### src/sv/scpg_pkg.sv
// Package for the serial-commanded PWM generator: types, character codes and scale constants.
// Has no dependencies. It is used by scpg_line_parser and serial_commanded_pwm_generator_top.
package scpg_pkg;

    localparam int unsigned PERIOD_W = 16;
    localparam int unsigned DUTY_W   = 8;
    localparam int unsigned PROD_W   = PERIOD_W + DUTY_W;

    // The full-on duty. The duty is taken as this many parts of the period.
    localparam int unsigned       FULL_SCALE   = 250;
    localparam logic [DUTY_W-1:0] FULL_SCALE_B = DUTY_W'(FULL_SCALE);
    localparam logic [PERIOD_W-1:0] PERIOD_RESET = PERIOD_W'(1000);

    // Item kinds.
    localparam logic FUNC_BYTE = 1'b0;
    localparam logic FUNC_TICK = 1'b1;

    // Character codes.
    localparam logic [7:0] CHAR_TAB   = 8'd9;
    localparam logic [7:0] CHAR_LF    = 8'd10;
    localparam logic [7:0] CHAR_VT    = 8'd11;
    localparam logic [7:0] CHAR_FF    = 8'd12;
    localparam logic [7:0] CHAR_CR    = 8'd13;
    localparam logic [7:0] CHAR_SPACE = 8'd32;
    localparam logic [7:0] CHAR_ZERO  = 8'd48;
    localparam logic [7:0] CHAR_NINE  = 8'd57;

    typedef enum logic [1:0] {
        PH_LEAD   = 2'd0,
        PH_DIGITS = 2'd1,
        PH_TRAIL  = 2'd2,
        PH_BAD    = 2'd3
    } parse_phase_t;

    typedef enum logic [1:0] {
        EV_NONE   = 2'd0,
        EV_ACCEPT = 2'd1,
        EV_REJECT = 2'd2
    } line_ev_t;

    // What the line parser reports for the byte that is being taken.
    typedef struct packed {
        logic              duty_load;
        logic [DUTY_W-1:0] duty_val;
        line_ev_t          line_ev;
    } parse_result_t;

endpackage

### src/sv/scpg_line_parser.sv
// Command line parser: trims white space, accumulates decimal digits and saturates the value.
// Depends on scpg_pkg.
module scpg_line_parser
    import scpg_pkg::*;
#(
    parameter int unsigned MAX_LINE_CHARS = 32
) (
    input  logic          aclk,
    input  logic          aresetn,
    input  logic          byte_take,
    input  logic [7:0]    rx_byte,
    output parse_result_t result
);

    localparam int unsigned LEN_W = $clog2(MAX_LINE_CHARS + 1);
    localparam logic [LEN_W:0] LEN_LIMIT = (LEN_W + 1)'(MAX_LINE_CHARS);

    logic [LEN_W-1:0]  len_reg, len_next;
    parse_phase_t      phase_reg, phase_next;
    logic [DUTY_W-1:0] acc_reg, acc_next;

    logic              is_lf, is_cr, is_blank, is_digit;
    logic [3:0]        digit_val;
    logic [11:0]       acc_sum;
    logic [DUTY_W-1:0] acc_sat;
    logic [LEN_W:0]    len_inc;

    always_comb begin
        is_lf     = (rx_byte == CHAR_LF);
        is_cr     = (rx_byte == CHAR_CR);
        is_blank  = (rx_byte == CHAR_SPACE) || (rx_byte == CHAR_TAB) ||
                    (rx_byte == CHAR_VT) || (rx_byte == CHAR_FF);
        is_digit  = rx_byte inside {[CHAR_ZERO:CHAR_NINE]};
        digit_val = 4'(rx_byte - CHAR_ZERO);
        acc_sum   = (12'(acc_reg) << 3) + (12'(acc_reg) << 1) + 12'(digit_val);
        acc_sat   = (acc_sum > 12'(FULL_SCALE)) ? FULL_SCALE_B : acc_sum[DUTY_W-1:0];
        len_inc   = (LEN_W + 1)'(len_reg) + (LEN_W + 1)'(1);
    end

    always_comb begin
        len_next         = len_reg;
        phase_next       = phase_reg;
        acc_next         = acc_reg;
        result.duty_load = 1'b0;
        result.duty_val  = acc_reg;
        result.line_ev   = EV_NONE;

        if (byte_take) begin
            if (is_lf) begin
                case (phase_reg)
                    PH_DIGITS, PH_TRAIL: begin
                        result.duty_load = 1'b1;
                        result.line_ev   = EV_ACCEPT;
                    end
                    PH_BAD: begin
                        result.line_ev = EV_REJECT;
                    end
                    default: begin
                    end
                endcase
                len_next   = '0;
                phase_next = PH_LEAD;
                acc_next   = '0;
            end else if (!is_cr) begin
                if (len_inc > LEN_LIMIT) begin
                    // The line has grown too long: drop it together with this character.
                    len_next   = '0;
                    phase_next = PH_LEAD;
                    acc_next   = '0;
                end else begin
                    len_next = len_inc[LEN_W-1:0];
                    if (is_blank) begin
                        if (phase_reg == PH_DIGITS) begin
                            phase_next = PH_TRAIL;
                        end
                    end else if (is_digit) begin
                        if (phase_reg == PH_LEAD || phase_reg == PH_DIGITS) begin
                            acc_next   = acc_sat;
                            phase_next = PH_DIGITS;
                        end else begin
                            phase_next = PH_BAD;
                        end
                    end else begin
                        phase_next = PH_BAD;
                    end
                end
            end
        end
    end

    always_ff @(posedge aclk) begin
        if (!aresetn) begin
            len_reg   <= '0;
            phase_reg <= PH_LEAD;
            acc_reg   <= '0;
        end else begin
            len_reg   <= len_next;
            phase_reg <= phase_next;
            acc_reg   <= acc_next;
        end
    end

`ifndef NO_ASSERTIONS
    a_len_bound: assert property (@(posedge aclk) disable iff (!aresetn)
        (LEN_W + 1)'(len_reg) <= LEN_LIMIT)
        else $error("line length beyond the limit");
    a_acc_bound: assert property (@(posedge aclk) disable iff (!aresetn)
        acc_reg <= FULL_SCALE_B)
        else $error("digit accumulator not saturated");
    a_load_phase: assert property (@(posedge aclk) disable iff (!aresetn)
        result.duty_load |-> (byte_take && is_lf &&
                              (phase_reg == PH_DIGITS || phase_reg == PH_TRAIL)))
        else $error("duty loaded without a finished number");
`endif

endmodule

### src/sv/serial_commanded_pwm_generator_top.sv
// Top level of the serial-commanded PWM generator: PWM phase counter, duty and result register.
// Depends on scpg_pkg and scpg_line_parser.
//
//  Channel   Direction  Ports                                       Request
//  s_        in         s_valid s_ready s_func s_rx_byte            one byte or one tick
//  m_        out        m_valid m_ready m_pwm_level m_duty_now      one result per input
//                       m_line_event
//  cfg_      in         cfg_valid cfg_ready cfg_period_ticks        period write
//
//  Each request is handled combinationally and its result is held in the output register.
//  A new request is accepted in every cycle in which the output register is empty or is
//  being emptied, so the block sustains one request per clock.
//  A stall on m_ready holds the result and blocks further requests after that one.
//  Reset (aresetn low at a clock edge) sets the period to 1000 ticks, the duty and phase
//  to zero and the line parser to an empty line. The configuration port is always ready.
module serial_commanded_pwm_generator_top
    import scpg_pkg::*;
#(
    parameter int unsigned MAX_LINE_CHARS = 32
) (
    input  logic                aclk,
    input  logic                aresetn,

    input  logic                s_valid,
    output logic                s_ready,
    input  logic                s_func,
    input  logic [7:0]          s_rx_byte,

    output logic                m_valid,
    input  logic                m_ready,
    output logic                m_pwm_level,
    output logic [DUTY_W-1:0]   m_duty_now,
    output logic [1:0]          m_line_event,

    input  logic                cfg_valid,
    output logic                cfg_ready,
    input  logic [PERIOD_W-1:0] cfg_period_ticks
);

    // Step of the scaled phase: FULL_SCALE for each tick.
    localparam logic [PROD_W-1:0] SCALE_STEP = PROD_W'(FULL_SCALE);

    logic [PERIOD_W-1:0] period_reg;
    logic [DUTY_W-1:0]   duty_reg, duty_next;
    logic [PERIOD_W-1:0] phase_reg, phase_next;
    // thr_reg always holds FULL_SCALE * (phase + 1). The level is high while
    // phase < period * duty / FULL_SCALE, which is the same as thr <= period * duty,
    // so no divider is needed.
    logic [PROD_W-1:0]   thr_reg, thr_next;

    logic                m_valid_reg;
    logic                level_reg;
    logic [DUTY_W-1:0]   duty_out_reg;
    logic [1:0]          event_reg;

    logic                s_accept, tick_take, byte_take;
    logic [PERIOD_W:0]   phase_inc;
    logic                wrap;
    logic [PROD_W-1:0]   on_prod;
    logic                level_next;
    parse_result_t       parse;

    assign s_ready   = !m_valid_reg || m_ready;
    assign s_accept  = s_valid && s_ready;
    assign tick_take = s_accept && (s_func == FUNC_TICK);
    assign byte_take = s_accept && (s_func == FUNC_BYTE);
    assign cfg_ready = 1'b1;

    scpg_line_parser #(
        .MAX_LINE_CHARS (MAX_LINE_CHARS)
    ) u_parser (
        .aclk      (aclk),
        .aresetn   (aresetn),
        .byte_take (byte_take),
        .rx_byte   (s_rx_byte),
        .result    (parse)
    );

    always_comb begin
        phase_inc  = (PERIOD_W + 1)'(phase_reg) + (PERIOD_W + 1)'(1);
        wrap       = (phase_inc >= (PERIOD_W + 1)'(period_reg));
        phase_next = phase_reg;
        thr_next   = thr_reg;
        if (tick_take) begin
            if (wrap) begin
                phase_next = '0;
                thr_next   = SCALE_STEP;
            end else begin
                phase_next = phase_inc[PERIOD_W-1:0];
                thr_next   = thr_reg + SCALE_STEP;
            end
        end
        duty_next  = parse.duty_load ? parse.duty_val : duty_reg;
        on_prod    = PROD_W'(period_reg) * PROD_W'(duty_next);
        level_next = (thr_next <= on_prod);
    end

    always_ff @(posedge aclk) begin
        if (!aresetn) begin
            period_reg  <= PERIOD_RESET;
            duty_reg    <= '0;
            phase_reg   <= '0;
            thr_reg     <= SCALE_STEP;
            m_valid_reg <= 1'b0;
        end else begin
            if (cfg_valid && cfg_ready) begin
                period_reg <= cfg_period_ticks;
            end
            if (s_accept) begin
                duty_reg    <= duty_next;
                phase_reg   <= phase_next;
                thr_reg     <= thr_next;
                m_valid_reg <= 1'b1;
            end else if (m_ready) begin
                m_valid_reg <= 1'b0;
            end
        end
    end

    // Result payload: loaded on every accepted request, held while the consumer stalls.
    always_ff @(posedge aclk) begin
        if (s_accept) begin
            level_reg    <= level_next;
            duty_out_reg <= duty_next;
            event_reg    <= parse.line_ev;
        end
    end

    assign m_valid      = m_valid_reg;
    assign m_pwm_level  = level_reg;
    assign m_duty_now   = duty_out_reg;
    assign m_line_event = event_reg;

`ifndef NO_ASSERTIONS
    a_thr_track: assert property (@(posedge aclk) disable iff (!aresetn)
        thr_reg == SCALE_STEP * (PROD_W'(phase_reg) + PROD_W'(1)))
        else $error("scaled phase out of step with the phase counter");
    a_tick_no_event: assert property (@(posedge aclk) disable iff (!aresetn)
        tick_take |=> (m_line_event == EV_NONE))
        else $error("line event reported on a tick");
    a_zero_period: assert property (@(posedge aclk) disable iff (!aresetn)
        (tick_take && period_reg == '0) |=> (phase_reg == '0 && !m_pwm_level))
        else $error("phase or level moved with a zero period");
    a_duty_bound: assert property (@(posedge aclk) disable iff (!aresetn)
        m_valid |-> (m_duty_now <= FULL_SCALE_B))
        else $error("duty above full scale");
`endif

endmodule

### config.mk
export PLATFORM = sky130hd
export DESIGN_NAME = serial_commanded_pwm_generator_top
export DESIGN_NICKNAME = d
export VERILOG_FILES = /design/src/sv/scpg_pkg.sv /design/src/sv/scpg_line_parser.sv /design/src/sv/serial_commanded_pwm_generator_top.sv
export SDC_FILE = /design/constraint.sdc
export NUM_CORES = 1
export LEC_CHECK = 0
export BUFFER_PORTS_ARGS = -buffer_cell sky130_fd_sc_hd__buf_2
export CELL_PAD_IN_SITES_DETAIL_PLACEMENT = 2
export CELL_PAD_IN_SITES_GLOBAL_PLACEMENT = 2
export CORE_MARGIN = 1.5
export CORE_UTILIZATION = 30
export DETAILED_ROUTE_END_ITERATION = 8
export PLACE_DENSITY = 0.62
export SLEW_MARGIN = 25
export SYNTH_ARGS = -nofsm -noshare
export SYNTH_HDL_FRONTEND = slang
export SYNTH_HIERARCHICAL = 1
export SYNTH_SLANG_ARGS = --single-unit
### constraint.sdc
create_clock -name aclk -period 15.35 [get_ports aclk]
set_input_delay 0.7675 -clock aclk [delete_from_list [all_inputs] [get_ports aclk]]
set_output_delay 0.7675 -clock aclk [all_outputs]
set_load 0.02 [all_outputs]
==> metrics, run 1 <==
run status=finished, final reports clean; largest vdd supply drop=0.05429 mV; hold wc startpoint=thr_reg[0]; overall overflow remaining after global route=0; Buffers on Ports=42; slowest cell on the critical path=sky130_fd_sc_hd__and3_1; highest clock rate=121.5 MHz; number of clock sinks seen by CTS=between 90 and 100; class of the tightest hold or removal check=flip-flop to flip-flop; first-pass iteration count of the detailed router=4; switching component of the power=between 0.3 and 0.4 mW; cell area after layout=0.01083 mm²; net switching share of the total power=about two fifths; largest net degree at the start of global routing=73; CTS resizes=0; total CTS buffers=9; cell types occupying the most area after synthesis=sky130_fd_sc_hd__fa_1 17%, sky130_fd_sc_hd__dfxtp_1 16%, sky130_fd_sc_hd__ha_1 13%, sky130_fd_sc_hd__nor2_1 4.8%, sky130_fd_sc_hd__inv_1 4.6%; number of antenna violations at the first check in global routing=0; synthesized area divided by synthesized cell count=8.531 µm²; flip-flop count of the largest register, all copies and words added=24; synthesis-to-layout area growth=9.310%; Worst path max stage delay=approximately 0.55 ns; share of power burned in registers=approximately a third; Cell Area, Placed=between 0.01 and 0.015 mm²; clock slew seen by the registers of the worst setup and hold paths=about 0.07 ns; hold depth=2; met1 WL=between 15000 and 20000 µm; CTS Root Buffer Type=sky130_fd_sc_hd__clkbuf_16; kind of critical path=input port to flip-flop; flip-flop and latch count after synthesis=92; total via count in the routed design=~8300; vias in the first global route=9273; post-DR vias/cell=5.106; post-placement cell count=around 1600; wire length on met2=15280 µm; crit path launch type=input port; start of the worst register-to-register path=m_valid; synthesis warning total=6; Setup Skew=approximately 0.008 ns; headroom to the max-slew limit=around 40%; final critical-path share of the clock period=between 50% and 60%; most instantiated cells after synthesis=126 x sky130_fd_sc_hd__nor2_1, 121 x sky130_fd_sc_hd__inv_1, 120 x sky130_fd_sc_hd__nand2_1; Nets=1406; initial detailed-routing violation count=around 270; wire length of the first global-routing pass=53000 µm; worst path arrival time=approximately 8.4 ns; Top FF cell, synth=sky130_fd_sc_hd__dfxtp_1; Worst setup EP type=flip-flop; leakage power of the design=roughly 5.1 nW; total of max-cap violations=0; Worst R2R Path Depth=29; worst setup slack for register-to-register paths=roughly 7.3 ns; register area share after synthesis=between 10% and 20%; initial cell density of the core=between 30% and 40%; Req. time, crit path=between 15 and 20 ns; routed length per instance=between 15 and 20 µm; maximum net fanout on the critical path=28; internal power=about 0.48 mW; accumulated negative setup slack=0 ns; top routing layer in use=met4; CTS HTree Levels=3; total track usage=about a fifth; cell type with the highest aggregate area in the netlist=sky130_fd_sc_hd__fa_1; final setup vio count=0; share of async-settable or async-resettable flops after synthesis=0%; number of distinct library cells after synthesis=81; wire length reported by the detailed router=roughly 32000 µm; number of remaining DRC errors=0; proportion of layout cells with a drive suffix above 1=7.647%; worst reg2reg path endpoint=m_pwm_level; maximum buffer depth of the clock tree=2; top-level I/O count=44; Antenna Violating Nets Remaining=0; gate count of the mapped netlist=roughly 1200; clock tree from TritonCTS=done; PD cells=between 70 and 80 mW/mm²; Placeable Area=about 0.033 mm²; fraction of power consumed by combinational cells=about two fifths; area share of the leading cell type in the synthesized netlist=17.38%; number of standard-cell rows in the floorplan=66; clock network fraction of total power=a little over a quarter; met3 wire length=728 µm; Tot Pwr=0.7848 mW; number of endpoints with negative hold slack in the final report=0; Post-CTS Hold Buffers=0; cell with the most instances after synthesis=sky130_fd_sc_hd__nor2_1; number of flops mapped to enable cells by yosys=11; netlist area before placement=~0.0099 mm²; Hold Crit Endpoint=thr_reg[0]; RSZ-0062 raised after global routing=no; fin cells=between 1500 and 2000; max-slew violations=0; die footprint=~0.034 mm²; worst slack at placement=approximately 6.7 ns; shortest clock period the worst path allows after layout=slightly above 8 ns; antenna diode count=0; Post-Syn Nets=1382; Worst Setup Slack, final=approximately 7.1 ns; clock latency of the later-clocked register in the worst-skew pair=~0.37 ns; die extent in y=184.7 µm; RD Place Congestion=around 0.79; post-CTS setup buffer count=0; HPWL after detailed placement=~26000 µm; transition time at the pin with the least slew margin=0.8966 ns; horizontal die dimension=between 150 and 200 µm
[how the worst max path moves through the flow]
stage             from           to  depth (start not counted)  slack (ns)
6_report       m_ready  m_pwm_level                         30        7.12
5_1_grt        m_ready  m_pwm_level                         30        6.49
4_1_cts        m_ready  m_pwm_level                         30        7.11
3_5_place_dp   m_ready  m_pwm_level                         30        6.74
3_3_place_gp   m_ready  m_pwm_level                         30        6.86
2_1_floorplan  m_ready  m_pwm_level                         31        6.68
[layout make-up]
type,instances,area (µm²)
well taps,442,553.0
flip-flops and latches,92,1952
clock inverters,5,28.78
clock buffers,11,232.7
repair buffers,55,307.8
multi-input cells,895,7257
fillers,3749,21710
inverters,132,495.5
[through the flow]
stage          hold WS, ns  utilization (%)
6_report            0.4537            33.28
3_3_place_gp        0.4165            32.47
4_1_cts             0.4615            33.28
5_1_grt             0.4781            33.28
2_1_floorplan       0.4101                -
3_5_place_dp        0.4506            32.47
[power by group through the flow]
stage | combinational [mW] | sequential (mW) | clock [mW]
floorplan | 0.217 | 0.265 | 0
global placement | 0.308 | 0.267 | 0
detailed placement | 0.312 | 0.267 | 0
CTS | 0.317 | 0.262 | 0.224
global route | 0.357 | 0.263 | 0.232
finish | 0.309 | 0.262 | 0.213
[per-layer routing]
layer	vias to the layer above	global-route usage [%]
li1	4026	-
met1	4209	28.49
met2	80	34.07
met3	18	2.430
met4	0	3.350
met5	-	0
[layout by cell type, fill, tap and decap left out, drive strengths merged, types with 17 or more instances in the layout]
cell type / netlist / routed
nand3: 35 / 35
ha: 105 / 105
nor2b: 17 / 17
xor2: 21 / 21
fa: 86 / 86
nor3: 23 / 23
a21o: 29 / 29
mux2i: 19 / 19
xnor2: 28 / 28
o21ai: 35 / 35
nand2: 120 / 120
buf: 17 / 55
dfxtp: 81 / 81
inv: 121 / 121
and3: 19 / 19
nor2: 126 / 126
a21oi: 33 / 33
[worst max-delay path, delay by kind of cell]
family                   cells  cell delay [ns]
XOR/XNOR                     1             0.17
buffers and inverters        6             0.88
AO/OA/AOI/OAI               10             2.36
adder cells (fa/ha/maj)      6             2.41
multiplexers                 1             0.26
AND/OR/NAND/NOR              6             1.53
[cells by family after synthesis]
| logic type | synth area share (%) |
|---|---|
| AOI/OAI and AO/OA | 14.69 |
| buffers and inverters | 7.125 |
| muxes | 1.920 |
| xor gates and xnor gates | 4.333 |
| adders and majority gates | 30.65 |
| other | 0.03786 |
| and+or+nand+nor | 21.54 |
| DFF | 19.71 |
No activity file was read; power rests on OpenSTA's default activity.
==> run 2, diff against run 1 <==
--- a/config.mk
+++ b/config.mk
@@ -11,7 +11,7 @@
 export CORE_MARGIN = 1.5
 export CORE_UTILIZATION = 30
 export DETAILED_ROUTE_END_ITERATION = 8
-export PLACE_DENSITY = 0.62
+export PLACE_DENSITY = 0.64
 export SLEW_MARGIN = 25
 export SYNTH_ARGS = -nofsm -noshare
 export SYNTH_HDL_FRONTEND = slang
==> constraint.sdc (replaced) <==
create_clock -name aclk -period 7.06 [get_ports aclk]
set_input_delay 0.353 -clock aclk [delete_from_list [all_inputs] [get_ports aclk]]
set_output_delay 0.353 -clock aclk [all_outputs]
set_load 0.02 [all_outputs]
==> run 2 against run 1 <==
Against the previous run:
- flip-flop and latch count unchanged
- sequential power increased by 120%
- clock-buffer cell count decreased by 2
- first-iteration DRC count increased by 25%
- core utilization increased by 1.4 points
- via count increased by 1.2%
- die area unchanged
- non-clock buffer count increased by 33
- clock skew increased by 0.0041 ns
- setup slack got worse by 6.7 ns
==> metrics, run 2 (same netlist as run 1, synthesis figures left out) <==
number of clock sinks seen by CTS=92 (unchanged); highest clock rate=between 150 and 200 MHz; worst setup slack for register-to-register paths=0.43 ns (was 7.30 ns); number of fill cells in the layout=3764 (was 3749); routed length per instance=19.66 µm (was 19.87 µm); start of the worst register-to-register path=m_valid (unchanged); commonest cells after routing, fill and taps aside=126 x sky130_fd_sc_hd__nor2_1, 120 x sky130_fd_sc_hd__nand2_1, 120 x sky130_fd_sc_hd__inv_1, 102 x sky130_fd_sc_hd__ha_1, 86 x sky130_fd_sc_hd__fa_1 (was 126 x sky130_fd_sc_hd__nor2_1, 121 x sky130_fd_sc_hd__inv_1, 120 x sky130_fd_sc_hd__nand2_1, 105 x sky130_fd_sc_hd__ha_1, 86 x sky130_fd_sc_hd__fa_1); HPWL after detailed placement=26860 µm (was 26500 µm); PD cells=159.7 mW/mm² (was 72.49 mW/mm²); initial cell density of the core=30.44% (unchanged); Buffers on Ports=42 (unchanged); number of endpoints with negative hold slack in the final report=0 (unchanged); final critical-path share of the clock period=a little over nine tenths; number of antenna violations at the first check in global routing=1 (was 0); max-slew violations=0 (unchanged); run status=finished, final reports clean (unchanged); worst path arrival time=6.84 ns (was 8.43 ns); area of combinational cells with multiple inputs=0.007368 mm² (was 0.007257 mm²); Worst setup EP type=flip-flop (unchanged); Setup Skew=0.01220 ns (was 0.008090 ns); CTS HTree Levels=3 (unchanged); flip-flop and latch area=0.001952 mm² (unchanged); synthesis-to-layout area growth=13.85% (was 9.310%); RD Place Congestion=0.8107 (was 0.7939); total CTS buffers=9 (unchanged); class of the tightest hold or removal check=input port to flip-flop (was flip-flop to flip-flop); wire length of the first global-routing pass=53230 µm (was 53000 µm); antenna diode count=0 (unchanged); largest net degree at the start of global routing=72 (was 73); crit path launch type=flip-flop (was input port); largest vdd supply drop=0.1232 mV (was 0.05429 mV); Nets=1439 (was 1406); total via count in the routed design=8431 (was 8333); maximum net fanout on the critical path=13 (was 28); maximum buffer depth of the clock tree=2 (unchanged); RSZ-0062 raised after global routing=no (unchanged); flip-flop count of the largest register, all copies and words added=24 (unchanged); Req. time, crit path=7.27 ns (was 15.55 ns); initial detailed-routing violation count=336 (was 268); number of standard-cell rows in the floorplan=66 (unchanged); endpoint of the worst setup timing path=m_pwm_level (unchanged); total of max-cap violations=0 (unchanged); shortest clock period the worst path allows after layout=6.627 ns; horizontal die dimension=184.7 µm (unchanged); clock latency of the later-clocked register in the worst-skew pair=0.38 ns (was 0.37 ns); clock tree from TritonCTS=done (unchanged); worst reg2reg path endpoint=m_pwm_level (unchanged); CTS Root Buffer Type=sky130_fd_sc_hd__clkbuf_16 (unchanged); proportion of layout cells with a drive suffix above 1=11.86% (was 7.647%); cell area after layout=0.01128 mm² (was 0.01083 mm²); accumulated negative setup slack=0 ns (unchanged); Cell Area, Placed=0.01084 mm² (was 0.01057 mm²); Placeable Area=0.03254 mm² (unchanged); kind of critical path=flip-flop to flip-flop (was input port to flip-flop); Antenna Violating Nets Remaining=0 (unchanged); headroom to the max-slew limit=36.83% (was 40.00%); clock slew seen by the registers of the worst setup and hold paths=0.08 ns (was 0.07 ns); transition time at the pin with the least slew margin=0.9441 ns (was 0.8966 ns); final setup vio count=0 (unchanged); leakage power of the design=5.265 nW (was 5.063 nW); number of remaining DRC errors=0 (unchanged); first-pass iteration count of the detailed router=4 (unchanged); total track usage=20.46% (was 20.38%); most common cell after layout, fill and taps aside=sky130_fd_sc_hd__nor2_1 (unchanged); post-DR vias/cell=5.064 (was 5.106); Worst R2R Path Depth=26 (was 29); vias in the first global route=9423 (was 9273); overall overflow remaining after global route=0 (unchanged); origin of the worst setup path=m_valid (was m_ready); top-level I/O count=44 (unchanged); die extent in y=184.7 µm (unchanged); die footprint=0.03411 mm² (unchanged); wire length reported by the detailed router=32730 µm (was 32430 µm)
run 2: changes by cell type in the layout (fill, tap and decap cells not counted), moves of 3 or more:
| cell | delta |
|---|---|
| sky130_fd_sc_hd__a21oi_1 | -4 |
| sky130_fd_sc_hd__mux2i_1 | -4 |
| sky130_fd_sc_hd__mux2i_4 | +4 |
| sky130_fd_sc_hd__a21oi_2 | +3 |
| sky130_fd_sc_hd__ha_1 | -3 |
| sky130_fd_sc_hd__ha_2 | +3 |
| sky130_fd_sc_hd__buf_12 | +5 |
| sky130_fd_sc_hd__buf_4 | +27 |
run 2: how the worst min path moves through the flow:
| stage | cells past startpoint | slack (ns) | start | to |
|---|---|---|---|---|
| floorplan | 2 | 0.41 | thr_reg[0] | thr_reg[0] |
| detailed placement | 2 | 0.44 | thr_reg[0] | thr_reg[0] |
| global placement | 2 | 0.42 | thr_reg[0] | thr_reg[0] |
| CTS | 3 | 0.20 | cfg_period_ticks[9] | period_reg[9] |
| finish | 3 | 0.21 | cfg_period_ticks[9] | period_reg[9] |
| global route | 3 | 0.22 | cfg_period_ticks[6] | period_reg[6] |
run 2: repair_timing:
action / CTS / global route
hold buffers: 0 / 0
buffers inserted: 0 / 8
setup endpoints to repair: 0 / 1
gates resized for setup: 0 / 19
run 2: area by class of cell:
type                       instances  share of cell area, %
clock inverter                     7                 0.4993
inverter                         132                  4.427
sequential                        92                  17.31
tap                              442                  4.905
timing repair buffer              88                  5.515
clock buffer                       9                  1.997
multi-input combinational        895                  65.35
run 2: critical path, stage by stage, from the launching register on:
cell and delay, ns:
sky130_fd_sc_hd__dfxtp_1 0.34, sky130_fd_sc_hd__nand2b_4 0.09, sky130_fd_sc_hd__and2_1 0.15, sky130_fd_sc_hd__nor2b_4 0.17
sky130_fd_sc_hd__and3_4 0.20, sky130_fd_sc_hd__buf_12 0.15, sky130_fd_sc_hd__mux2i_4 0.25, sky130_fd_sc_hd__buf_12 0.16
sky130_fd_sc_hd__nor2_1 0.06, sky130_fd_sc_hd__fa_1 0.52, sky130_fd_sc_hd__fa_1 0.56, sky130_fd_sc_hd__fa_1 0.57
sky130_fd_sc_hd__fa_1 0.51, sky130_fd_sc_hd__ha_1 0.39, sky130_fd_sc_hd__and4_1 0.25, sky130_fd_sc_hd__o21a_1 0.13
sky130_fd_sc_hd__a211oi_2 0.28, sky130_fd_sc_hd__o21bai_1 0.12, sky130_fd_sc_hd__a21oi_2 0.14, sky130_fd_sc_hd__xor2_1 0.17
sky130_fd_sc_hd__ha_1 0.26, sky130_fd_sc_hd__a21o_1 0.18, sky130_fd_sc_hd__a211oi_1 0.23, sky130_fd_sc_hd__nor2_1 0.08
sky130_fd_sc_hd__o211ai_1 0.16, sky130_fd_sc_hd__a21boi_0 0.11, sky130_fd_sc_hd__o31ai_1 0.20
run 2: layer usage:
layer	vias to the layer above	track usage (%)	part of all wire, %
li1	4095	-	-
met1	4249	26.90	48
met2	64	35.29	48
met3	23	2.806	2.7
met4	0	4.911	1.5
met5	-	0	0
run 2: report_power, final:
group | switching, mW | internal (mW) | total [mW]
logic | 0.443 | 0.295 | 0.738
registers | 0.0207 | 0.548 | 0.569
clock network | 0.251 | 0.244 | 0.494
total | 0.714 | 1.09 | 1.80
run 2: metrics by stage:
stage	setup WS [ns]	hold WS, ns	cells	power (mW)	utilization [%]
final	0.4331	0.2063	1665	1.801	34.66
after CTS	0.2117	0.1966	1657	1.815	34.18
after floorplan	0.007099	0.4101	1161	1.053	-
after global placement	0.2116	0.4169	1641	1.284	33.29
after global routing	0.003079	0.2159	1665	1.944	34.66
after detailed placement	0.1173	0.4357	1641	1.300	33.31
